==> config.mk <==
export PLATFORM = sky130hd
export DESIGN_NAME = rccf_ram
export DESIGN_NICKNAME = d
export VERILOG_FILES = /design/src/hw/rtl/rccf_ram.sv
export SDC_FILE = /design/constraint.sdc
export NUM_CORES = 2
export LEC_CHECK = 0
export ABC_AREA = 1
export BUFFER_PORTS_ARGS = -buffer_cell sky130_fd_sc_hd__buf_2
export CAP_MARGIN = 25
export CELL_PAD_IN_SITES_DETAIL_PLACEMENT = 0
export CELL_PAD_IN_SITES_GLOBAL_PLACEMENT = 1
export CORE_MARGIN = 5
export CORE_UTILIZATION = 50
export CTS_CLUSTER_SIZE = 25
export DETAILED_ROUTE_END_ITERATION = 7
export PLACE_DENSITY = 0.83
export SLEW_MARGIN = 10
export SYNTH_ARGS = -nofsm -noshare
export SYNTH_HDL_FRONTEND = slang
export SYNTH_SLANG_ARGS = --single-unit
export TNS_END_PERCENT = 30
==> constraint.sdc <==
create_clock -name clk -period 4.11 [get_ports clk]
set_clock_uncertainty 0.15 [all_clocks]
set_input_delay 0.822 -clock clk [delete_from_list [all_inputs] [get_ports clk]]
set_output_delay 0.822 -clock clk [all_outputs]
set_load 0.05 [all_outputs]
==> src/hw/rtl/rccf_ram.sv <==
// generic single port ram with registered read
module rccf_ram #(
  parameter int WIDTH = 8,
  parameter int DEPTH = 256
) (
  input  logic                     clk,
  input  logic [$clog2(DEPTH)-1:0] addr,
  input  logic                     we,
  input  logic [WIDTH-1:0]         wdata,
  output logic [WIDTH-1:0]         rdata
);
  logic [WIDTH-1:0] mem [DEPTH];

  always_ff @(posedge clk) begin
    if (we) begin
      mem[addr] <= wdata;
    end
    rdata <= mem[addr];
  end
endmodule

### Word-level counts from Yosys, hierarchy flattened

Memory sizes are Yosys's and may differ from the RTL's. A register that Yosys moved wholly into a read port is not among the register bits.
Index checks and enable logic that the tools add are counted.
W data, S select, Z words.

| operators by class | value |
|---|---|
| muxes and demuxes | 2 |

Operators by type and width:

| operator | number |
|---|---|
| $mux W1 | 2 |

| storage, ports and cells | value |
|---|---|
| output and inout port bits | 8 |
| input port bits | 18 |
| register bits | 0 |
| bits in writable memories | 2048 |
| logic and storage cells | 3 |
| memories | 1 |

Memories:

| memory | depth | width | rd ports | clocked after memory_dff | wr ports | line | RTL |
|---|---|---|---|---|---|---|---|
| mem | 256 | 8 | 1 | 1 | 1 | 12 | `logic [WIDTH-1:0] mem [DEPTH];` |

### Depth between registers and ports, before layout

| depth | value |
|---|---|
| depth in word-level cells | 2 |
| mapped depth | 15 |
| depth with buffers taken out | 13 |

### Worst setup path after synthesis

OpenSTA, ideal clock, no wires.

| timing | value |
|---|---|
| path kind | input to register |
| start point | in addr[1] |
| end point | mem mem[234][0], enable pin |
| setup time | 370 ps |
| cell stages on the path | 10 |
| arrival | 2292 ps |
| path slack | 1298 ps |
| path buffers | 4 |
| required time | 3590 ps |
| cell sequence | buf_4 inv_4 nor2_8 buf_4 buf_4 inv_2 nor2_1 nand2_1 clkbuf_1 nor2_1 |

RTL lines:

| element | line | RTL |
|---|---|---|
| from (decl) | 7 | `input logic [$clog2(DEPTH)-1:0] addr,` |
| to (decl) | 12 |  |

Straight into the memory's write port.

==> impl_metrics.py <==
metrics = {
    "cts": {
        "numCtsBuffers": 205,
        "cts_tree": "done",
        "cts-root-buf": "clkbuf_16",
        "postCtsSetupBuffers": 0,
        "h-tree-depth": 4,
        "holdBufCountCts": 0,
        "clock_latency_ns": 0.84,
        "ctsResizeCount": 0,
        "path_clk_slew_ns": 0.06,
        "clk_path_buf_depth": 3,
        "cts_sinks": 2056,
    },
    "drt": {
        "route.met3.wl_um": 18370,
        "wl_per_cell_um": 21.48,
        "vias": 56822,
        "routed_wl_um": 227800,
        "m1WireLength_um": 92950,
        "dr_wl_met2_um": 110000,
        "top_layer": "met4",
        "drtPass1Iterations": 6,
        "drc": 0,
        "viasPerCell": 5.357,
        "drt_iter0_markers": 6240,
        "final_antenna_net_count": 0,
    },
    "yosys": {
        "avgSynthCellArea_um2": 10.58,
        "yosys-top-cells-area": "edfxtp_1, nand2_1, nor2_1",
        "yosysSeqAreaShare_pct": 72.66,
        "netlist_instances": 8021,
        "netlist_area_um2": 84860,
        "ys_ff_latch": 2056,
        "synth.largest_area_cell": "edfxtp_1",
        "yosys_warnings": 0,
        "synth_top_area_share_pct": 72.47,
        "synthDistinctLibCells": 18,
        "synth_nets": 8039,
    },
    "final_layout": {
        "fill_cells": 13916,
        "areaGrowthSynthToFinish_pct": 13.39,
        "final_cell_mix": "nand2_1, edfxtp_1, nor2_1",
        "nets": 8231,
        "drive_gt1_share_pct": 8.322,
        "final_common_cell": "nand2_1",
    },
    "global_routing": {
        "grt_overflow_total": 0,
        "grt_pass1_vias": 54835,
        "grt_max_degree": 141,
        "grt_pass1_wl_um": 340800,
        "track_usage_pct": 25.25,
        "antenna_found_initial": 5,
    },
    "timing": {
        "fmax_ghz": 0.3149,
        "worst_slew_margin_rel_pct": 35.95,
        "timing.hold.ws_ns": 0.3291,
        "grt_setup_unrepaired": "no",
        "setup_tns_ns": 0,
        "hold_viol_final": 0,
        "post-route-min-period_ns": 3.176,
        "setup-violations-final": 0,
        "min_period_over_period_pct": 77.27,
        "worstMarginPinSlew_ns": 0.9608,
        "maxSlewViolCount": 0,
    },
    "critical_path": {
        "path_class": "in2reg",
        "crit_arrival_ns": 3.80,
        "cpMostUsedCell": "nand2_1",
        "cp-startpoint": "addr[1]",
        "path_buf_inv": 4,
        "path_delay_family": "buffers and inverters",
        "worstPathMaxFanout": 55,
        "critPathMaxStageDelay_ns": 0.48,
        "crit_path_start_kind": "primary input",
        "cp.required_ns": 4.74,
        "crit_path_end_kind": "flip-flop",
        "rr_startpoint": "mem[189][0]",
        "critPathSlowestCell": "inv_6",
        "path_cells": "buf_8 > nand2_4 > inv_6 > buf_12 > buf_4 > nand2_1 > nand2_1 > o21ai_1 > nand2_1 > o21ai_1 > nand2_1 > nor2_1 > nor2_1 > nor2_1 > nand2_1",
    },
    "job": {
        "drv_cap": 0,
    },
    "placement": {
        "place_congestion": 0.8678,
        "hpwl_um": 134900,
        "port_buffers": 25,
    },
    "power": {
        "powerDensity_nw_per_um2": 457.9,
        "irDropWorstVdd_uv": 448.8,
        "p_leak_uw": 0.03853,
    },
    "floorplanning": {
        "num_io_pins": 26,
        "dieArea_um2": 178100,
        "die_w_um": 422.0,
        "design.core.area_um2": 169100,
        "die_height_um": 422.0,
        "initial_core_util_pct": 50.18,
        "rows": 151,
    },
    "worst_hold_path": {
        "hold_path.class": "in2reg",
        "min_from": "wdata[1]",
    },
    "outcome": {
        "status": "complete, no violations",
    },
}
==> cells in the mapped netlist (all sizes together) <==
library cell,number
o21ai,160
edfxtp,2048
a21oi,32
buf,247
nand3,188
nor2,362
clkbuf,170
nand2,4771
dfxtp,8
inv,35
==> worst paths after layout <==
check | end | slack, ns | cells past startpoint
min | mem[101][1] | 0.33 | 1
max | rdata[4] | 0.93 | 15
max reg2reg | rdata[0] | 1.45 | 12
min reg2reg | rdata[4] | 0.82 | 10
==> worst register-to-register path, cell delays in order (launching register included) <==
cell and delay [ns]:
edfxtp_1 0.36, nand2_1 0.08, nand2_1 0.06, nand2_1 0.06, nand2_1 0.06, nand2_1 0.11, nand2_1 0.11, o21ai_0 0.32
nand2_1 0.21, nor2_1 0.35, nor2_1 0.14, nor2_1 0.43, nand2_1 0.10
==> cell type report <==
cell class / instances / area (um^2) / area share (%)
clock inverters: 119 / 1130 / 1.174
well taps: 2218 / 2775 / 2.884
flip-flops and latches: 2056 / 61660 / 64.08
diodes: 2 / 5.005 / 0.005201
inverters: 35 / 165.2 / 0.1716
repair buffers: 402 / 3819 / 3.969
multi-input cells: 5513 / 21250 / 22.09
clock buffers: 262 / 5416 / 5.629
==> logic make-up (layout without fill, tap and decap cells) <==
logic type             after synthesis  count (layout)  synth area share, %
AND/OR/NAND/NOR                   5321            5321                23.84
AO/OA/AOI/OAI                      192             192                1.132
buffers and inverters              452             818                2.362
other                                0               2                    0
flip-flops                        2056            2056                72.66
==> stage by stage <==
stage	area, um^2	std cells	setup WS [ns]	power, uW	utilization [%]
after floorplan	84860	8021	1.298	24930	-
after global placement	89670	10224	0.1253	26180	53.03
after detailed placement	89670	10224	0.1305	26190	53.03
after CTS	96220	10605	1.030	44240	56.90
after global routing	96220	10606	0.8682	45400	56.90
final	96220	10607	0.9343	44060	56.90
==> state kept, by name (all words and copies together), names as in the netlist <==
name / count
mem: 2048
rdata: 8
==> routing by layer <==
layer / global-route usage (%) / up-vias
met2: 41.78 / 2287
li1: - / 26741
met5: 0 / -
met3: 3.771 / 334
met1: 34.87 / 27460
met4: 7.797 / 0
==> report_power, final <==
group	switching [uW]	internal, uW
Sequential	23.0	23100
Clock	7800	10500
Combinational	2010	631
Power figures use the tool's default switching activity.
