$ cat config.mk
export PLATFORM = sky130hd
export DESIGN_NAME = rccf_mulmod
export DESIGN_NICKNAME = d
export VERILOG_FILES = /design/src/hw/rtl/rccf_pkg.sv /design/src/hw/rtl/rccf_mulmod.sv
export SDC_FILE = /design/constraint.sdc
export NUM_CORES = 1
export LEC_CHECK = 0
export BUFFER_PORTS_ARGS = -buffer_cell sky130_fd_sc_hd__buf_2
export CAP_MARGIN = 15
export CORE_UTILIZATION = 50
export CTS_BUF_LIST = sky130_fd_sc_hd__clkbuf_4 sky130_fd_sc_hd__clkbuf_8
export DETAILED_ROUTE_END_ITERATION = 10
export PLACE_DENSITY = 0.65
export SYNTH_ARGS = -nofsm -noshare
export SYNTH_HDL_FRONTEND = slang
export SYNTH_SLANG_ARGS = --single-unit
$ cat constraint.sdc
create_clock -name clk -period 5.91 [get_ports clk]
set_clock_uncertainty 0.2 [all_clocks]
set_input_delay 1.773 -clock clk [delete_from_list [all_inputs] [get_ports clk]]
set_output_delay 1.773 -clock clk [all_outputs]
set_load 0.02 [all_outputs]
$ cat src/hw/rtl/rccf_pkg.sv
// shared widths, codes and default sizes for the canonical scaling block
package rccf_pkg;

  localparam int REQ_W = 2;
  localparam int ROW_W = 7;
  localparam int COL_W = 8;
  localparam int VAL_W = 8;

  localparam int ROWS_CFG_W = 8;
  localparam int COLS_CFG_W = 9;
  localparam int CFG_DATA_W = 9;
  localparam int CFG_IDX_W  = 1;

  localparam int DEF_MAX_ROWS      = 128;
  localparam int DEF_MAX_COLS      = 256;
  localparam int DEF_FIELD_MODULUS = 127;

  localparam logic [ROWS_CFG_W-1:0] ROWS_RESET = 8'd128;
  localparam logic [COLS_CFG_W-1:0] COLS_RESET = 9'd256;

  localparam logic [REQ_W-1:0] REQ_WRITE = 2'd0;
  localparam logic [REQ_W-1:0] REQ_RUN   = 2'd1;
  localparam logic [REQ_W-1:0] REQ_READ  = 2'd2;

  localparam logic [CFG_IDX_W-1:0] CFG_ROWS = 1'b0;
  localparam logic [CFG_IDX_W-1:0] CFG_COLS = 1'b1;

endpackage

$ cat src/hw/rtl/rccf_mulmod.sv
// pipelined modular multiplier, reciprocal reduction
module rccf_mulmod import rccf_pkg::*; #(
  parameter int FIELD_MODULUS = DEF_FIELD_MODULUS
) (
  input  logic             clk,
  input  logic             rst,
  input  logic             go,
  input  logic [VAL_W-1:0] a,
  input  logic [VAL_W-1:0] b,
  output logic             done,
  output logic [VAL_W-1:0] y
);
  localparam int PW    = 2 * VAL_W;
  localparam int SHIFT = 24;
  localparam int RECIP = (1 << SHIFT) / FIELD_MODULUS;
  localparam logic [SHIFT-1:0] RECIP_C = SHIFT'(RECIP);
  localparam logic [VAL_W-1:0] MOD_C   = VAL_W'(FIELD_MODULUS);

  logic [3:0]          vld;
  logic [PW-1:0]       p1, p2, p3;
  logic [PW-1:0]       q2, qm3;
  logic [SHIFT+PW-1:0] t;
  logic [PW+VAL_W-1:0] qm_full;
  logic [PW-1:0]       r;

  assign t       = p1 * RECIP_C;
  assign qm_full = q2 * MOD_C;
  assign r       = p3 - qm3;

  always_ff @(posedge clk) begin
    if (rst) begin
      vld <= '0;
    end else begin
      vld <= {vld[2:0], go};
    end
  end

  always_ff @(posedge clk) begin
    p1  <= a * b;
    p2  <= p1;
    q2  <= t[SHIFT +: PW];
    p3  <= p2;
    qm3 <= qm_full[PW-1:0];
    // estimate is low by at most one modulus
    if (r >= PW'(FIELD_MODULUS)) begin
      y <= VAL_W'(r - PW'(FIELD_MODULUS));
    end else begin
      y <= VAL_W'(r);
    end
  end

  assign done = vld[3];
endmodule

# After elaboration in Yosys (flattened, before gate mapping)
# Cells that the tools add are included.
[totals]
reg_bits = 86
input_bits = 19
output_inout_bits = 9
wordCells = 14
[classes]
addsub = 2
mul = 3
magnitude_cmp = 1
n_mux = 1
[ops]
columns = ["op", "count"]
rows = [
  ["multiplier 16 x 15 -> 31 bit (second input constant)", 1],
  ["greater-or-equal comparator 16 x 7 -> 1 bit (second input constant)", 1],
  ["multiplier 10 x 7 -> 16 bit (second input constant)", 1],
  ["multiplier 8 x 8 -> 16 bit", 1],
  ["subtractor 16 bit", 1],
  ["2-to-1 mux 8 bit", 1],
  ["subtractor 8 x 7 -> 8 bit (second input constant)", 1],
]

# Logic depth before layout (Yosys ltp)
# Gate-level depths: netlist of run 1.
[depth]
depth_word = 3
mapped_depth = 17
ltp_nobuf = 17

# Worst setup path after synthesis of run 1
# OpenSTA, ideal clock, no wires.
[synth_path]
path_kind = "input to register"
startpoint = "input port a[2]"
endpoint = "register p1[15]"
setup_ns = 0.072
t_arrival_ns = 5.330
required_time_ns = 5.638
path_slack_ns = 0.308
cell_stages = 13
path_buffers = 0
path_cell_list = "and2_1 -> fa_1 -> fa_1 -> fa_1 -> inv_1 -> fa_1 -> inv_1 -> ha_1 -> a21o_1 -> a31oi_1 -> o21ai_0 -> o41ai_1 -> xnor2_1"
[synth_via]
elab_chain_len = 1
[synth_lines]
columns = ["element", "line_no", "source"]
rows = [
  ["from (decl)", "rccf_mulmod.sv:8", "input logic [VAL_W-1:0] a,"],
  ["multiplier 8 x 8 -> 16 bit", "rccf_mulmod.sv:39", "p1 <= a * b;"],
  ["to (signal assigned)", "rccf_mulmod.sv:39", ""],
  ["to (decl)", "rccf_mulmod.sv:20", "logic [PW-1:0] p1, p2, p3;"],
]
# Every way passes these cells.
# A chain may end at the register's enable or synchronous reset.

# Worst setup path after layout of run 1
# Ends and elaborated chain as after synthesis.

==> flow_metrics.env, run 1 <==
export IMPL_crit_path_end_kind="register"
export IMPL_antenna_diode_count=0
export IMPL_tritoncts="built"
export IMPL_hold_ws_ns=0.131
export IMPL_nets=1053
export IMPL_path_clk_slew_ns=0.08
export IMPL_core_area_sq_um=14700
export IMPL_postCtsHoldBufs=0
export IMPL_period_needed_ns=5.65
export IMPL_syn_avg_cell_area_sq_um=9.65
export IMPL_ctsLongestPathBuffers=2
export IMPL_fp_dieW_um=125
export IMPL_post_cts_buffers=0
export IMPL_io_pins=28
export IMPL_rsz0062_at_grt="false"
export IMPL_drt_initial_drc_count=147
export IMPL_track_usage=0.197
export IMPL_r2r_slack_ns=1.44
export IMPL_finalSetupViolCount=0
export IMPL_root_buffer="clkbuf_8"
export IMPL_hold_viol=0
export IMPL_synth_seq_area_share=0.226
export IMPL_io_buffers=27
export IMPL_grt_pass1_wl_um=24500
export IMPL_syn_num_nets=1015
export IMPL_synth_seq_cells=86
export IMPL_slowest_delay_ns=0.55
export IMPL_ant_nets=0
export IMPL_clock_sinks=86
export IMPL_status="complete, but fails checks"
export IMPL_wirelength_um=14000
export IMPL_drc=3
export IMPL_post_route_period_util=0.956
export IMPL_critPathLaunchType="input port"
export IMPL_drt_vias_per_instance=5.13
export IMPL_synthArstFlopShare=0
export IMPL_synth_ff_type="dfxtp_1"
export IMPL_initial_core_util=0.517
export IMPL_grt_overflow_total=0
export IMPL_crit_type="in2reg"
export IMPL_layout_cells_most_common_list="144 x inv_1, 137 x ha_1, 86 x dfxtp_1"
export IMPL_dieHeight_um=125
export IMPL_hp_class="reg2reg"
export IMPL_drive_gt1_frac=0.0734
export IMPL_antenna_found_initial=0
export IMPL_cp_data_required_time_ns=6.01
export IMPL_crit_fanout=8
export IMPL_htreeDepth=3
export IMPL_cp_slowest_cell="fa_1"
export IMPL_yosys_warnings=0
export IMPL_synth_cell_types=59
export IMPL_routabilityCongestion=0.832
export IMPL_mostFrequentLayoutCell="inv_1"
export IMPL_clk_latency_ns=0.37
export IMPL_max_cap_viol_count=0
export IMPL_clock_fmax_mhz=177
export IMPL_slew_headroom=0.638
export IMPL_dp_hpwl_um=12400
export IMPL_synth_edff_count=0
export IMPL_cp_arrival_ns=5.75
export IMPL_post_drt_wl_per_cell_um=13.8
export IMPL_vias=5203
export IMPL_path_cells="buf_2 -> and2_1 -> fa_1 -> fa_1 -> fa_1 -> inv_1 -> fa_1 -> inv_1 -> ha_1 -> a21o_1 -> a31oi_1 -> o21ai_0 -> o41ai_1 -> xnor2_1"
export IMPL_grt_max_degree=16
export IMPL_violations="design-rule violations"
export IMPL_areaGrowthSynthToFinish_pct=7.19
export IMPL_dieArea_sq_um=15700
export IMPL_first_pass_iters=7
export IMPL_cp_common_cell="fa_1"
export IMPL_cts_buffers=9
export IMPL_grt_pass1_vias=5519
export IMPL_syn_inst=788
export IMPL_cts_resized=0
export IMPL_syn_area_sq_um=7600
export IMPL_fin_tns_setup_ns=0
export IMPL_final_max_slew_viol_count=0
export IMPL_worstMarginPinSlew_ns=0.541
export IMPL_num_rows=44
## cells in the mapped netlist, types with 3 or more instances
| cell | count | area, sq um |
|---|---|---|
| nor3_1 | 12 | 60.1 |
| buf_2 | 3 | 15.0 |
| a21o_1 | 9 | 67.6 |
| dfxtp_1 | 86 | 1720 |
| and3_1 | 3 | 18.8 |
| ha_1 | 137 | 1710 |
| o21ai_0 | 18 | 90.1 |
| nand3_1 | 11 | 55.1 |
| nor2b_1 | 12 | 75.1 |
| a21oi_1 | 35 | 175 |
| nand2b_1 | 5 | 31.3 |
| a31oi_1 | 6 | 37.5 |
| and2_1 | 52 | 325 |
| nand4_1 | 6 | 37.5 |
| a21boi_1 | 3 | 22.5 |
| xor2_1 | 15 | 131 |
| o21bai_1 | 5 | 37.5 |
| nand2_1 | 44 | 165 |
| inv_1 | 144 | 541 |
| fa_1 | 71 | 1420 |
| nor2_1 | 25 | 93.8 |
| nor3b_1 | 3 | 22.5 |
| xnor2_1 | 31 | 272 |
| or2_2 | 4 | 25.0 |
| a211oi_1 | 3 | 22.5 |
| o21a_1 | 6 | 45.0 |
## sequential cells by signal, summed over array words and instances (netlist names)
name and count:
p3 16, vld 4, q2 10, p2 16, qm3 16, p1 16
y 8
## cells by family (layout without fill, tap and decap cells)
| logic type | count (synthesis) | after routing | synth area share |
|---|---|---|---|
| and+or+nand+nor | 183 | 183 | 0.126 |
| xor gates and xnor gates | 46 | 46 | 0.0530 |
| buffers and inverters | 149 | 192 | 0.0755 |
| adders and majority gates | 208 | 208 | 0.412 |
| DFF | 86 | 86 | 0.226 |
| muxes | 3 | 3 | 0.00461 |
| AOI/OAI and AO/OA | 113 | 113 | 0.102 |
## stage by stage
| step | std cells | util | setup slack, ns | instance area [sq um] |
|---|---|---|---|---|
| floorplan | 788 | - | 0.308 | 7600 |
| global placement | 999 | 0.542 | 0.0332 | 7970 |
| detailed placement | 999 | 0.542 | -0.104 | 7970 |
| CTS | 1015 | 0.555 | 0.292 | 8150 |
| global route | 1015 | 0.555 | 0.0779 | 8150 |
| finish | 1015 | 0.555 | 0.259 | 8150 |
## worst max-delay path, delay by kind of cell
family | cells | cell delay (ns)
and+or+nand+nor | 1 | 0.18
AOI/OAI and AO/OA | 4 | 0.94
xor gates and xnor gates | 1 | 0.16
buffers and inverters | 3 | 0.24
adders and majority gates | 5 | 2.45
## final timing paths
kind                        from               to  cells past startpoint
hold reg to reg   p2[10]$_DFF_P_   p3[10]$_DFF_P_                      0
setup / recovery            a[2]   p1[15]$_DFF_P_                     14
setup reg to reg   q2[5]$_DFF_P_  qm3[14]$_DFF_P_                     12
hold / removal    p2[10]$_DFF_P_   p3[10]$_DFF_P_                      0
## area by class of cell
class                      instances  area, sq um
clock inverter                     6         46.3
multi-input combinational        553         5310
clock buffer                      10          131
tap                              184          230
sequential                        86         1720
timing repair buffer              32          173
fill                            1332         6550
inverter                         144          541
## routing by layer
layer | track usage | routed length, um | vias up
met2 | 0.366 | 7190 | 74
met1 | 0.227 | 6110 | 2451
met5 | 0 | 0 | -
met4 | 0.0746 | 326 | 0
li1 | - | - | 2655
met3 | 0.0291 | 339 | 23
Power of run 1 is not shown: default switching activity piles up to over one toggle a cycle in this logic, so the estimate is an artifact.
==> run 2: changes to the inputs <==
--- a/config.mk
+++ b/config.mk
@@ -5,7 +5,7 @@
 export SDC_FILE = /design/constraint.sdc
 export NUM_CORES = 1
 export LEC_CHECK = 0
-export BUFFER_PORTS_ARGS = -buffer_cell sky130_fd_sc_hd__buf_2
+export BUFFER_PORTS_ARGS = -buffer_cell sky130_fd_sc_hd__clkbuf_2
 export CAP_MARGIN = 15
 export CORE_UTILIZATION = 50
 export CTS_BUF_LIST = sky130_fd_sc_hd__clkbuf_4 sky130_fd_sc_hd__clkbuf_8
==> flow_metrics.env, run 2 (same netlist as run 1, synthesis figures left out) <==
export IMPL_first_pass_iters=11
export IMPL_initial_core_util=0.517
export IMPL_holdPathStages=0
export IMPL_fin_tns_setup_ns=0
export IMPL_grt_pass1_wl_um=24400
export IMPL_fillers=1310
export IMPL_utilization=0.557
export IMPL_rsz0062_at_grt="false"
export IMPL_tritoncts="built"
export IMPL_final_area_sq_um=8180
export IMPL_cp_arrival_ns=5.76
export IMPL_rr_startpoint="q2[5]$_DFF_P_"
export IMPL_dieHeight_um=125
export IMPL_cts_buffers=9
export IMPL_nets=1053
export IMPL_clock_sinks=86
export IMPL_areaGrowthSynthToFinish_pct=7.62
export IMPL_post_drt_wl_per_cell_um=13.6
export IMPL_wirelength_um=13800
export IMPL_routabilityCongestion=0.839
export IMPL_ctsLongestPathBuffers=2
export IMPL_worstHoldEndpoint="p3[15]$_DFF_P_"
export IMPL_post_route_period_util=0.960
export IMPL_crit_type="in2reg"
export IMPL_num_rows=44
export IMPL_antenna_found_initial=0
export IMPL_htreeDepth=3
export IMPL_pre_cts_ws_ns=-0.152
export IMPL_dieArea_sq_um=15700
export IMPL_critPathLaunchType="input port"
export IMPL_crit_path_end_kind="register"
export IMPL_clock_fmax_mhz=176
export IMPL_grt_max_degree=15
export IMPL_track_usage=0.194
export IMPL_drt_vias_per_instance=5.09
export IMPL_period_needed_ns=5.67
export IMPL_io_buffers=27
export IMPL_layout_cells_most_common_list="144 x inv_1, 137 x ha_1, 86 x dfxtp_1"
export IMPL_ant_nets=0
export IMPL_cp_data_required_time_ns=5.99
export IMPL_grt_overflow_total=0
export IMPL_grt_pass1_vias=5520
export IMPL_post_cts_buffers=0
export IMPL_cts_resized=0
export IMPL_root_buffer="clkbuf_8"
export IMPL_r2r_end="qm3[14]$_DFF_P_"
export IMPL_violations="design-rule violations"
export IMPL_dp_hpwl_um=12200
export IMPL_path_clk_slew_ns=0.08
export IMPL_fp_dieW_um=125
export IMPL_drive_gt1_frac=0.0723
export IMPL_crit_fanout=8
export IMPL_io_pins=28
export IMPL_slew_headroom=0.653
export IMPL_finalSetupViolCount=0
export IMPL_rr_worst_depth=12
export IMPL_worstMarginPinSlew_ns=0.519
export IMPL_min_from="p2[15]$_DFF_P_"
export IMPL_setup_ws_ns=0.238
export IMPL_vias=5164
export IMPL_hp_class="reg2reg"
export IMPL_max_cap_viol_count=0
export IMPL_core_area_sq_um=14700
export IMPL_mostFrequentLayoutCell="inv_1"
export IMPL_clk_latency_ns=0.35
export IMPL_hold_viol=0
export IMPL_status="complete, but fails checks"
export IMPL_drt_initial_drc_count=187
export IMPL_placed_cell_area_sq_um=7970
export IMPL_final_max_slew_viol_count=0
export IMPL_antenna_diode_count=0
export IMPL_postCtsHoldBufs=0
export IMPL_r2r_slack_ns=1.47
export IMPL_drc=3
-- run 2: changes by cell type in the layout (fill, tap and decap cells not counted) --
cell / previous run / this run
buf_2: 27 / 0
bufinv_16: 0 / 2
clkbuf_2: 0 / 27
clkbuf_4: 1 / 0
clkinv_2: 1 / 2
clkinv_4: 2 / 0
clkinvlp_4: 2 / 1
-- run 2: layer usage --
layer  global-route usage  part of all wire  vias to the layer above
li1                     -                 -                     2666
met1                0.223              0.44                     2410
met2                0.373              0.52                       77
met3               0.0274             0.031                       11
met4               0.0538            0.0084                        0
met5                    0                 0                        -
-- run 2: worst max path at each step --
| stage | from | end | slack, ns |
|---|---|---|---|
| 2_1_floorplan | a[2] | p1[15]$_DFF_P_ | 0.31 |
| 3_3_place_gp | a[2] | p1[15]$_DFF_P_ | 0.04 |
| 6_report | a[0] | p1[15]$_DFF_P_ | 0.24 |
| 5_1_grt | a[0] | p1[15]$_DFF_P_ | 0.10 |
| 4_1_cts | b[4] | p1[15]$_DFF_P_ | 0.23 |
| 3_5_place_dp | b[4] | p1[15]$_DFF_P_ | -0.15 |
-- run 2: through the flow --
stage	instances	hold slack, ns
finish	1014	0.131
global route	1014	0.143
CTS	1014	0.132
detailed placement	999	0.112
global placement	999	0.111
floorplan	788	0.110
-- run 2: cell type report --
cell class	instances	area, sq um	share of cell area
Multi-Input combinational cell	553	5310	0.649
Tap cell	184	230	0.0281
Clock buffer	9	124	0.0151
Sequential cell	86	1720	0.210
Timing Repair Buffer	32	173	0.0211
Inverter	144	541	0.0660
Clock inverter	6	86.3	0.0105
-- run 2: critical path: stages --
cell      delay, ns
clkbuf_2       0.13
and2_1         0.20
fa_1           0.46
fa_1           0.51
ha_1           0.29
inv_1          0.05
fa_1           0.52
inv_1          0.04
ha_1           0.29
nor2b_1        0.14
o21a_1         0.17
nor2_1         0.13
o21bai_1       0.11
a31oi_1        0.22
o21ai_0        0.16
o41ai_1        0.39
xnor2_1        0.17
Power of run 2 is left out for the same reason.
==> run 3: changes to the inputs <==
--- a/config.mk
+++ b/config.mk
@@ -5,12 +5,13 @@
 export SDC_FILE = /design/constraint.sdc
 export NUM_CORES = 1
 export LEC_CHECK = 0
+export ABC_AREA = 1
 export BUFFER_PORTS_ARGS = -buffer_cell sky130_fd_sc_hd__clkbuf_2
 export CAP_MARGIN = 15
 export CORE_UTILIZATION = 50
 export CTS_BUF_LIST = sky130_fd_sc_hd__clkbuf_4 sky130_fd_sc_hd__clkbuf_8
 export DETAILED_ROUTE_END_ITERATION = 10
-export PLACE_DENSITY = 0.65
+export PLACE_DENSITY = 0.64
 export SYNTH_ARGS = -nofsm -noshare
 export SYNTH_HDL_FRONTEND = slang
 export SYNTH_SLANG_ARGS = --single-unit
==> flow_metrics.env, run 3 <==
export IMPL_status="completed"
export IMPL_post_route_period_util=0.927
export IMPL_crit_type="in2reg"
export IMPL_cp_data_required_time_ns=5.95
export IMPL_tritoncts="built"
export IMPL_holdPathStages=0
export IMPL_post_drt_wl_per_cell_um=12.4
export IMPL_fp_dieW_um=130
export IMPL_initial_core_util=0.515
export IMPL_finalSetupViolCount=0
export IMPL_synth_cell_types=38
export IMPL_hp_class="reg2reg"
export IMPL_slew_headroom=0.709
export IMPL_synthArstFlopShare=0
export IMPL_syn_area_sq_um=8250
export IMPL_max_cap_viol_count=0
export IMPL_layout_cells_most_common_list="257 x inv_1, 238 x nand2_1, 137 x ha_1"
export IMPL_routabilityCongestion=0.889
export IMPL_io_pins=28
export IMPL_dieArea_sq_um=17000
export IMPL_postCtsHoldBufs=0
export IMPL_drive_gt1_frac=0.0624
export IMPL_grt_pass1_wl_um=27000
export IMPL_fin_tns_setup_ns=0
export IMPL_syn_num_nets=1272
export IMPL_core_area_sq_um=16000
export IMPL_mostFrequentLayoutCell="inv_1"
export IMPL_yosys_warnings=0
export IMPL_vias=6028
export IMPL_period_needed_ns=5.48
export IMPL_hold_viol=0
export IMPL_dp_hpwl_um=14200
export IMPL_fillers=1585
export IMPL_crit_path_end_kind="register"
export IMPL_htreeDepth=3
export IMPL_worstMarginPinSlew_ns=0.432
export IMPL_num_rows=46
export IMPL_drt_vias_per_instance=4.68
export IMPL_hold_ws_ns=0.128
export IMPL_track_usage=0.207
export IMPL_clock_fmax_mhz=182
export IMPL_drc=0
export IMPL_clk_latency_ns=0.36
export IMPL_syn_avg_cell_area_sq_um=7.89
export IMPL_crit_fanout=8
export IMPL_final_cell_count_no_fill=1289
export IMPL_wirelength_um=16000
export IMPL_post_cts_buffers=0
export IMPL_rr_worst_depth=14
export IMPL_syn_inst=1045
export IMPL_io_buffers=27
export IMPL_r2r_slack_ns=1.52
export IMPL_synth_ff_type="dfxtp_1"
export IMPL_synth_top_cell_by_area="dfxtp_1"
export IMPL_grt_overflow_total=0
export IMPL_ys_top_cells_by_count="257 x inv_1, 238 x nand2_1, 137 x ha_1"
export IMPL_clock_sinks=86
export IMPL_ctsLongestPathBuffers=2
export IMPL_cts_buffers=9
export IMPL_grt_max_degree=17
export IMPL_synth_edff_count=0
export IMPL_areaGrowthSynthToFinish_pct=7.02
export IMPL_synth_seq_area_share=0.209
export IMPL_root_buffer="clkbuf_8"
export IMPL_first_pass_iters=4
export IMPL_cts_resized=0
export IMPL_rsz0062_at_grt="false"
export IMPL_path_clk_slew_ns=0.09
export IMPL_synthTopCellsByArea="dfxtp_1 21%, ha_1 21%, fa_1 17%"
export IMPL_cp_arrival_ns=5.52
export IMPL_synth_most_common_cell="inv_1"
export IMPL_antenna_found_initial=0
export IMPL_antenna_diode_count=0
export IMPL_ant_nets=0
export IMPL_dp_cells=1273
export IMPL_drt_initial_drc_count=204
export IMPL_dieHeight_um=130
export IMPL_synth_seq_cells=86
export IMPL_grt_pass1_vias=5840
export IMPL_critPathLaunchType="input port"
export IMPL_synth_top_area_frac=0.209
export IMPL_final_max_slew_viol_count=0
export IMPL_nets=1295
==> run 3: cell count changes after synthesis, moves of 12 or more <==
| cell | previous run | this run |
|---|---|---|
| and2_1 | 52 | 2 |
| clkbuf_1 | 0 | 15 |
| inv_1 | 144 | 257 |
| nand2_1 | 44 | 238 |
| nand3_1 | 11 | 39 |
| nor2b_1 | 12 | 0 |
| xnor2_1 | 31 | 12 |
| xor2_1 | 15 | 29 |
==> run 3: per-stage QoR <==
stage | util | setup slack [ns] | area, sq um
floorplan | - | 0.277 | 8250
global placement | 0.537 | 0.189 | 8600
detailed placement | 0.537 | 0.0482 | 8600
CTS | 0.552 | 0.444 | 8830
global route | 0.552 | 0.211 | 8830
finish | 0.552 | 0.430 | 8830
==> run 3: critical path, cell delays in order <==
cell	delay, ns
clkbuf_2	0.16
nand2_1	0.09
inv_1	0.05
fa_1	0.52
inv_1	0.05
fa_1	0.47
fa_1	0.52
fa_1	0.54
inv_1	0.04
ha_1	0.35
nand2_1	0.10
nor3_1	0.15
nor2_1	0.09
o21ai_0	0.28
a31oi_1	0.15
xor2_1	0.17
==> run 3: final timing paths <==
| kind | end | from |
|---|---|---|
| max reg2reg | qm3[13]$_DFF_P_ | q2[4]$_DFF_P_ |
| min reg2reg | p3[0]$_DFF_P_ | p2[0]$_DFF_P_ |
| max | p1[12]$_DFF_P_ | b[4] |
| min | p3[0]$_DFF_P_ | p2[0]$_DFF_P_ |
==> run 3: layout make-up <==
class	count	area, sq um	area share
Clock inverter	7	104	0.0118
Tap cell	216	270	0.0306
Inverter	262	983	0.111
Timing Repair Buffer	28	143	0.0162
Sequential cell	86	1720	0.195
Clock buffer	9	124	0.0140
Multi-Input combinational cell	681	5480	0.621
==> run 3: kinds of logic after synthesis <==
kind of cell | Yosys count | synth area share
AND/OR/NAND/NOR | 350 | 0.184
buffers and inverters | 278 | 0.127
adder cells (fa/ha/maj) | 208 | 0.380
flip-flops | 86 | 0.209
AO/OA/AOI/OAI | 82 | 0.0566
XOR/XNOR | 41 | 0.0435
==> run 3: routing by layer <==
metal  track usage  routed length [um]  up-vias
met5             0                   0        -
met3        0.0265                 248       16
met2         0.355                7660       57
met4        0.0615                 254        0
li1              -                   -     3234
met1         0.273                7840     2721
Power of run 3 is left out for the same reason.
